`config.mk`:
```
export PLATFORM = sky130hd
export DESIGN_NAME = rgb565_blend_and_dither
export DESIGN_NICKNAME = d
export VERILOG_FILES = /design/src/rtl/rbd_pkg.sv /design/src/rtl/rgb565_blend_and_dither.sv /design/src/rtl/rbd_blend.sv /design/src/rtl/rbd_dither.sv
export SDC_FILE = /design/constraint.sdc
export NUM_CORES = 1
export LEC_CHECK = 0
export ABC_AREA = 1
export BUFFER_PORTS_ARGS = -buffer_cell sky130_fd_sc_hd__buf_2
export CAP_MARGIN = 15
export CORE_MARGIN = 5
export CORE_UTILIZATION = 52
export CTS_BUF_LIST = sky130_fd_sc_hd__clkbuf_4 sky130_fd_sc_hd__clkbuf_8
export DETAILED_ROUTE_END_ITERATION = 7
export GPL_ROUTABILITY_DRIVEN = 0
export PLACE_DENSITY = 0.75
export SETUP_SLACK_MARGIN = 0.4
export SKIP_CTS_REPAIR_TIMING = 1
export SLEW_MARGIN = 25
export SYNTH_ARGS = -nofsm -noshare
export SYNTH_HDL_FRONTEND = slang
export SYNTH_HIERARCHICAL = 1
export SYNTH_SLANG_ARGS = --single-unit
```
`constraint.sdc`:
```
create_clock -name clk -period 10.6 [get_ports clk]
set_input_delay 1.06 -clock clk [delete_from_list [all_inputs] [get_ports clk]]
set_output_delay 1.06 -clock clk [all_outputs]
set_load 0.01 [all_outputs]
```
`src/rtl/rbd_pkg.sv`:
```
// Shared command codes, dither threshold tables and channel helpers.
`default_nettype none

package rbd_pkg;

  localparam logic [2:0] CMD_BLEND        = 3'd0;
  localparam logic [2:0] CMD_BLEND_CH     = 3'd1;
  localparam logic [2:0] CMD_FADE         = 3'd2;
  localparam logic [2:0] CMD_BLEND_DITHER = 3'd3;
  localparam logic [2:0] CMD_DITHER       = 3'd4;
  localparam logic [2:0] CMD_MONO_DITHER  = 3'd5;

  localparam logic [7:0] ALPHA_FULL = 8'hFF;

  // index is {row, column}
  localparam logic [3:0] THR_RED [64] = '{
    4'd1, 4'd7, 4'd3, 4'd5, 4'd0, 4'd8, 4'd2, 4'd6,
    4'd7, 4'd1, 4'd5, 4'd3, 4'd8, 4'd0, 4'd6, 4'd2,
    4'd3, 4'd5, 4'd0, 4'd8, 4'd2, 4'd6, 4'd1, 4'd7,
    4'd5, 4'd3, 4'd8, 4'd0, 4'd6, 4'd2, 4'd7, 4'd1,
    4'd0, 4'd8, 4'd2, 4'd6, 4'd1, 4'd7, 4'd3, 4'd5,
    4'd8, 4'd0, 4'd6, 4'd2, 4'd7, 4'd1, 4'd5, 4'd3,
    4'd2, 4'd6, 4'd1, 4'd7, 4'd3, 4'd5, 4'd0, 4'd8,
    4'd6, 4'd2, 4'd7, 4'd1, 4'd5, 4'd3, 4'd8, 4'd0
  };

  localparam logic [3:0] THR_GREEN [64] = '{
    4'd1, 4'd3, 4'd2, 4'd2, 4'd3, 4'd1, 4'd2, 4'd2,
    4'd2, 4'd2, 4'd0, 4'd4, 4'd2, 4'd2, 4'd4, 4'd0,
    4'd3, 4'd1, 4'd2, 4'd2, 4'd1, 4'd3, 4'd2, 4'd2,
    4'd2, 4'd2, 4'd4, 4'd0, 4'd2, 4'd2, 4'd0, 4'd4,
    4'd1, 4'd3, 4'd2, 4'd2, 4'd3, 4'd1, 4'd2, 4'd2,
    4'd2, 4'd2, 4'd0, 4'd4, 4'd2, 4'd2, 4'd4, 4'd0,
    4'd3, 4'd1, 4'd2, 4'd2, 4'd1, 4'd3, 4'd2, 4'd2,
    4'd2, 4'd2, 4'd4, 4'd0, 4'd2, 4'd2, 4'd0, 4'd4
  };

  localparam logic [3:0] THR_BLUE [64] = '{
    4'd5, 4'd3, 4'd8, 4'd0, 4'd6, 4'd2, 4'd7, 4'd1,
    4'd3, 4'd5, 4'd0, 4'd8, 4'd2, 4'd6, 4'd1, 4'd7,
    4'd8, 4'd0, 4'd6, 4'd2, 4'd7, 4'd1, 4'd5, 4'd3,
    4'd0, 4'd8, 4'd2, 4'd6, 4'd1, 4'd7, 4'd3, 4'd5,
    4'd6, 4'd2, 4'd7, 4'd1, 4'd5, 4'd3, 4'd8, 4'd0,
    4'd2, 4'd6, 4'd1, 4'd7, 4'd3, 4'd5, 4'd0, 4'd8,
    4'd7, 4'd1, 4'd5, 4'd3, 4'd8, 4'd0, 4'd6, 4'd2,
    4'd1, 4'd7, 4'd3, 4'd5, 4'd0, 4'd8, 4'd2, 4'd6
  };

  function automatic logic [7:0] sat_add(input logic [7:0] v, input logic [3:0] t);
    logic [8:0] s;
    s = {1'b0, v} + {5'd0, t};
    return s[8] ? 8'hFF : s[7:0];
  endfunction

  function automatic logic [15:0] pack565(input logic [7:0] r, input logic [7:0] g,
                                          input logic [7:0] b);
    return {r[7:3], g[7:2], b[7:3]};
  endfunction

endpackage

`default_nettype wire

```
`src/rtl/rgb565_blend_and_dither.sv`:
```
// Top level: RGB565 alpha blend, fade and 8x8 ordered dither compositor.
//
//  channel   signals                                   direction  handshake
//  request   start, busy, command, column, row,        in         start && !busy
//            bottom_pixel, top_pixel, alpha_red,
//            alpha_green, alpha_blue, color_rgb888
//  result    done, pixel_out                           out        done, one cycle
//
// One request per clock; busy stays low. Three register stages (input, blend,
// result) lie between the accepting edge and done. The blend stage
// holds one 9x9 multiplier per channel; the result stage does threshold add
// and saturation. rst clears the valid bits only. The receiver cannot stall.
`default_nettype none

module rgb565_blend_and_dither (
  input  logic        clk,
  input  logic        rst,
  input  logic        start,
  output logic        busy,
  input  logic [2:0]  command,
  input  logic [2:0]  column,
  input  logic [2:0]  row,
  input  logic [15:0] bottom_pixel,
  input  logic [15:0] top_pixel,
  input  logic [7:0]  alpha_red,
  input  logic [7:0]  alpha_green,
  input  logic [7:0]  alpha_blue,
  input  logic [23:0] color_rgb888,
  output logic        done,
  output logic [15:0] pixel_out
);

  import rbd_pkg::*;

  // input stage
  logic        in_valid;
  logic [2:0]  in_cmd;
  logic [5:0]  in_pos;
  logic [15:0] in_bot;
  logic [15:0] in_top;
  logic [7:0]  in_ar;
  logic [7:0]  in_ag;
  logic [7:0]  in_ab;
  logic [23:0] in_color;

  // blend stage
  logic        mid_valid;
  logic [2:0]  mid_cmd;
  logic [5:0]  mid_pos;
  logic [7:0]  mid_r;
  logic [7:0]  mid_g;
  logic [7:0]  mid_b;

  logic [7:0]  a_g;
  logic [7:0]  a_b;
  logic [15:0] bot_eff;
  logic [7:0]  bot_r, bot_g, bot_b;
  logic [7:0]  top_r, top_g, top_b;
  logic [7:0]  bl_r, bl_g, bl_b;
  logic        same;
  logic        all_full;
  logic        all_zero;
  logic        pick_top;
  logic        pick_bot;
  logic [7:0]  r_next, g_next, b_next;
  logic [15:0] dith_pixel;
  logic [15:0] pixel_next;

  assign busy = 1'b0;

  always_ff @(posedge clk) begin
    if (rst) begin
      in_valid <= 1'b0;
    end else begin
      in_valid <= start;
    end
    if (start) begin
      in_cmd   <= command;
      in_pos   <= {row, column};
      in_bot   <= bottom_pixel;
      in_top   <= top_pixel;
      in_ar    <= alpha_red;
      in_ag    <= alpha_green;
      in_ab    <= alpha_blue;
      in_color <= color_rgb888;
    end
  end

  assign a_g     = (in_cmd == CMD_BLEND_CH) ? in_ag : in_ar;
  assign a_b     = (in_cmd == CMD_BLEND_CH) ? in_ab : in_ar;
  assign bot_eff = (in_cmd == CMD_FADE) ? 16'h0000 : in_bot;

  assign bot_r = {bot_eff[15:11], 3'b000};
  assign bot_g = {bot_eff[10:5], 2'b00};
  assign bot_b = {bot_eff[4:0], 3'b000};
  assign top_r = {in_top[15:11], 3'b000};
  assign top_g = {in_top[10:5], 2'b00};
  assign top_b = {in_top[4:0], 3'b000};

  rbd_blend u_blend_r (.bottom(bot_r), .top(top_r), .alpha(in_ar), .blended(bl_r));
  rbd_blend u_blend_g (.bottom(bot_g), .top(top_g), .alpha(a_g),   .blended(bl_g));
  rbd_blend u_blend_b (.bottom(bot_b), .top(top_b), .alpha(a_b),   .blended(bl_b));

  assign same     = (in_top == in_bot);
  assign all_full = (in_ar == ALPHA_FULL) && (in_ag == ALPHA_FULL) && (in_ab == ALPHA_FULL);
  assign all_zero = (in_ar == 8'h00) && (in_ag == 8'h00) && (in_ab == 8'h00);

  always_comb begin
    pick_top = 1'b0;
    pick_bot = 1'b0;
    case (in_cmd)
      CMD_BLEND, CMD_BLEND_DITHER: begin
        pick_top = same || (in_ar == ALPHA_FULL);
        pick_bot = (in_ar == 8'h00);
      end
      CMD_BLEND_CH: begin
        pick_top = same || all_full;
        pick_bot = all_zero;
      end
      CMD_FADE: begin
        pick_top = (in_ar == ALPHA_FULL);
        pick_bot = (in_ar == 8'h00);
      end
      default: begin
        pick_top = 1'b0;
        pick_bot = 1'b0;
      end
    endcase
  end

  always_comb begin
    if (in_cmd == CMD_DITHER || in_cmd == CMD_MONO_DITHER) begin
      r_next = in_color[23:16];
      g_next = in_color[15:8];
      b_next = in_color[7:0];
    end else if (pick_top) begin
      r_next = top_r;
      g_next = top_g;
      b_next = top_b;
    end else if (pick_bot) begin
      r_next = bot_r;
      g_next = bot_g;
      b_next = bot_b;
    end else begin
      r_next = bl_r;
      g_next = bl_g;
      b_next = bl_b;
    end
  end

  always_ff @(posedge clk) begin
    if (rst) begin
      mid_valid <= 1'b0;
    end else begin
      mid_valid <= in_valid;
    end
    mid_cmd <= in_cmd;
    mid_pos <= in_pos;
    mid_r   <= r_next;
    mid_g   <= g_next;
    mid_b   <= b_next;
  end

  rbd_dither u_dither (
    .pos   (mid_pos),
    .mono  (mid_cmd == CMD_MONO_DITHER),
    .red   (mid_r),
    .green (mid_g),
    .blue  (mid_b),
    .pixel (dith_pixel)
  );

  always_comb begin
    case (mid_cmd)
      CMD_BLEND, CMD_BLEND_CH, CMD_FADE: pixel_next = pack565(mid_r, mid_g, mid_b);
      CMD_BLEND_DITHER, CMD_DITHER, CMD_MONO_DITHER: pixel_next = dith_pixel;
      default: pixel_next = 16'h0000;
    endcase
  end

  always_ff @(posedge clk) begin
    if (rst) begin
      done <= 1'b0;
    end else begin
      done <= mid_valid;
    end
    pixel_out <= pixel_next;
  end

`ifndef ASSERT_OFF
  a_latency: assert property (@(posedge clk) disable iff (rst)
    start |-> ##3 done)
    else $error("request did not complete in three cycles");

  a_unused_cmd: assert property (@(posedge clk) disable iff (rst)
    (start && (command[2:1] == 2'b11)) |-> ##3 (pixel_out == 16'h0000))
    else $error("unused command gave a nonzero pixel");

  a_equal_pixels: assert property (@(posedge clk) disable iff (rst)
    (start && (command == CMD_BLEND) && (top_pixel == bottom_pixel))
      |-> ##3 (pixel_out == $past(top_pixel, 3)))
    else $error("blend of equal pixels changed the pixel");

  a_fade_zero: assert property (@(posedge clk) disable iff (rst)
    (start && (command == CMD_FADE) && (alpha_red == 8'h00))
      |-> ##3 (pixel_out == 16'h0000))
    else $error("fade with zero alpha is not black");
`endif

endmodule

`default_nettype wire

```
`src/rtl/rbd_blend.sv`:
```
// One channel of the alpha blend: bottom*(256-a) + top*a, upper byte kept.
`default_nettype none

module rbd_blend (
  input  logic [7:0] bottom,
  input  logic [7:0] top,
  input  logic [7:0] alpha,
  output logic [7:0] blended
);

  logic signed [8:0]  diff;
  logic signed [8:0]  alpha_s;
  logic signed [17:0] prod;
  logic signed [17:0] sum;

  assign diff    = $signed({1'b0, top}) - $signed({1'b0, bottom});
  assign alpha_s = $signed({1'b0, alpha});
  assign prod    = diff * alpha_s;
  assign sum     = $signed({2'b00, bottom, 8'h00}) + prod;
  assign blended = sum[15:8];

endmodule

`default_nettype wire

```
`src/rtl/rbd_dither.sv`:
```
// Ordered 8x8 dither of three 8-bit channels to one RGB565 pixel.
`default_nettype none

module rbd_dither (
  input  logic [5:0]  pos,
  input  logic        mono,
  input  logic [7:0]  red,
  input  logic [7:0]  green,
  input  logic [7:0]  blue,
  output logic [15:0] pixel
);

  import rbd_pkg::*;

  logic [3:0] t_red;
  logic [3:0] t_green;
  logic [3:0] t_blue;
  logic [3:0] t_mono2;

  assign t_mono2 = {THR_GREEN[pos][2:0], 1'b0};
  assign t_green = THR_GREEN[pos];
  assign t_red   = mono ? t_mono2 : THR_RED[pos];
  assign t_blue  = mono ? t_mono2 : THR_BLUE[pos];

  assign pixel = pack565(sat_add(red, t_red), sat_add(green, t_green),
                         sat_add(blue, t_blue));

endmodule

`default_nettype wire
```
==> impl_metrics.env <==
export IMPL_outcome="complete, no violations"
export IMPL_grt_overflow_total=0
export IMPL_row_count=65
export IMPL_core_area_um2=31700
export IMPL_antenna_found_initial=0
export IMPL_antenna_cells=0
export IMPL_portBuffers=108
export IMPL_synth_most_common_cell="nand2_1"
export IMPL_synth_area_leaders="fa_1 22%, edfxtp_1 16%, nand2_1 13%"
export IMPL_cp_max_fo=20
export IMPL_grt_pass1_wl_um=70200
export IMPL_cp_slowest_stage_delay_ns=0.77
export IMPL_grt_usage_pct=24.3
export IMPL_ys_top_cells_by_count="575 x nand2_1, 480 x inv_1, 203 x nor2_1"
export IMPL_crit_path_start_kind="flip-flop"
export IMPL_drc=0
export IMPL_first_global_vias=14400
export IMPL_ys_seq_area_share_pct=22.1
export IMPL_numCtsBuffers=17
export IMPL_period_needed_ns=7.23
export IMPL_first_pass_iters=6
export IMPL_cp_buffers_inverters=9
export IMPL_synthFlopType="edfxtp_1"
export IMPL_routedWlPerCell_um=15.5
export IMPL_final_util_pct=57.3
export IMPL_finalWirelength_um=42900
export IMPL_fillers=2954
export IMPL_yosys_area_top_type="fa_1"
export IMPL_ctsRootBufferMaster="clkbuf_8"
export IMPL_fmax_ghz=0.138
export IMPL_clkTransAtPathRegs_ns=0.11
export IMPL_hold_path_class="flip-flop to flip-flop"
export IMPL_postSynthCellCount=2221
export IMPL_hold_violations=0
export IMPL_drive_above_1_share_pct=10.4
export IMPL_fin_worst_skew_ns=0.0329
export IMPL_cts_buffer_depth=2
export IMPL_setup_tns_ns=0
export IMPL_crit_slowest_cell="fa_1"
export IMPL_finalWorstSetupSlack_ns=3.37
export IMPL_yosysWarnings=6
export IMPL_synth_edf_count=89
export IMPL_htree_levels=4
export IMPL_cp_end_kind="flip-flop"
export IMPL_netlist_area_um2=16800
export IMPL_cts_sinks=141
export IMPL_path_delay_family="adder cells"
export IMPL_syn_area_per_cell_um2=7.57
export IMPL_maxCapViolCount=0
export IMPL_slew_viol_final=0
export IMPL_yosysTopAreaCellShare_pct=22.1
export IMPL_area_growth_pct=7.97
export IMPL_worst_pin_slew_ns=0.805
export IMPL_die_area_um2=36000
export IMPL_cp_required_ns=10.98
export IMPL_via_per_inst=5.26
export IMPL_die_w_um=190
export IMPL_dieHeight_um=190
export IMPL_grt_max_degree=62
export IMPL_ys_async_sr_fraction_pct=0
export IMPL_hpwl_um=35200
export IMPL_post_place_ws_ns=3.46
export IMPL_clk_latency_ns=0.51
export IMPL_antenna_left=0
export IMPL_min_period_over_period_pct=68.2
export IMPL_setup_viol=0
export IMPL_yosysUniqueCellTypes=47
export IMPL_via_count=14500
export IMPL_ios=110
export IMPL_initial_core_util_pct=53.0
export IMPL_crit_type="flip-flop to flip-flop"
export IMPL_tritoncts="yes"
export IMPL_nets=2753
export IMPL_placed_cell_area_um2=17800
export IMPL_cp_common_cell="inv_1"
export IMPL_slew_headroom_pct=46.3
export IMPL_ys_ff_latch=141
export IMPL_drt_iter0_markers=1375
export IMPL_postLayoutCellArea_um2=18200
export IMPL_rsz0062_at_grt="no"
export IMPL_arrival_ns=7.61
==> worst reg2reg max path: cells and delay by family (launching register included) <==
kind / cells / cell delay, ns
AO/OA/AOI/OAI: 4 / 0.67
adder cells (fa/ha/maj): 7 / 3.44
buffers and inverters: 9 / 1.06
flip-flops: 1 / 0.45
AND/OR/NAND/NOR: 13 / 1.48
==> path summary, 6_finish.rpt <==
kind,end,depth (start not counted),slack [ns],start
setup / recovery,mid_g[7],33,3.37,in_cmd[2]
hold / removal,mid_pos[1],0,0.35,in_pos[1]
setup reg to reg,mid_g[7],33,3.37,in_cmd[2]
hold reg to reg,mid_pos[1],0,0.35,in_pos[1]
==> layout make-up <==
class | instances | area, um2 | area share [%]
Multi-Input combinational cell | 1557 | 11100 | 60.9
Sequential cell | 141 | 3710 | 20.4
Inverter | 516 | 1940 | 10.7
Timing Repair Buffer | 112 | 573 | 3.16
Tap cell | 402 | 503 | 2.77
Clock buffer | 19 | 255 | 1.41
Clock inverter | 13 | 126 | 0.696
==> placed cells by master, fill, tap and decap left out, types with 3 or more instances in the layout <==
cell type	instances
nand3b_1	7
clkbuf_8	18
nand4_1	24
nand2_1	575
nor3_2	3
fa_1	186
or2_1	7
nand3_2	8
nor2_4	3
a21oi_1	57
o211ai_1	7
xor2_2	4
xor2_1	20
or2_2	11
conb_1	29
nor3_1	14
nand3_1	172
nand2_4	7
buf_2	107
o21ai_0	21
o21a_1	4
nor2_1	203
nand2_2	19
buf_4	5
inv_2	31
o21ai_2	5
inv_1	480
edfxtp_1	89
o21ai_1	10
inv_6	4
dfxtp_1	52
clkinv_1	5
a21o_1	3
xnor2_1	8
o21bai_1	4
a21oi_2	3
ha_1	130
==> state kept, by name (all words and copies together) (netlist names) <==
signal,flops
in_bot,16
in_color,24
mid_valid,1
done,1
in_ar,8
mid_b,8
in_top,16
in_pos,6
mid_cmd,3
pixel_out,16
mid_g,8
in_ab,8
mid_r,8
in_cmd,3
in_ag,8
in_valid,1
mid_pos,6
==> metal layers <==
| metal | part of all wire, % | GRT usage [%] | vias to the layer above | wire length (um) |
|---|---|---|---|---|
| met3 | 7.4 | 4.75 | 84 | 3170 |
| met1 | 41 | 31.7 | 6859 | 17700 |
| met5 | 0 | 0 | - | 0 |
| met4 | 3.2 | 8.57 | 0 | 1390 |
| met2 | 48 | 40.5 | 590 | 20600 |
| li1 | - | - | 6977 | - |
==> metrics by stage <==
step                hold WS [ns]  instances
floorplan                  0.323       2249
global placement           0.327       2728
detailed placement         0.328       2728
CTS                        0.349       2760
global route               0.354       2760
finish                     0.346       2760
==> logic make-up after synthesis <==
logic type	after synthesis	synth area share [%]
flip-flops	141	22.1
AO/OA/AOI/OAI	120	4.14
AND/OR/NAND/NOR	1058	27.1
adder cells (fa/ha/maj)	316	31.8
XOR/XNOR	34	2.04
buffers and inverters	551	12.8
other	1	0.0223
Power is not shown: default switching activity piles up to over one toggle a cycle in this logic, so the estimate is an artifact.
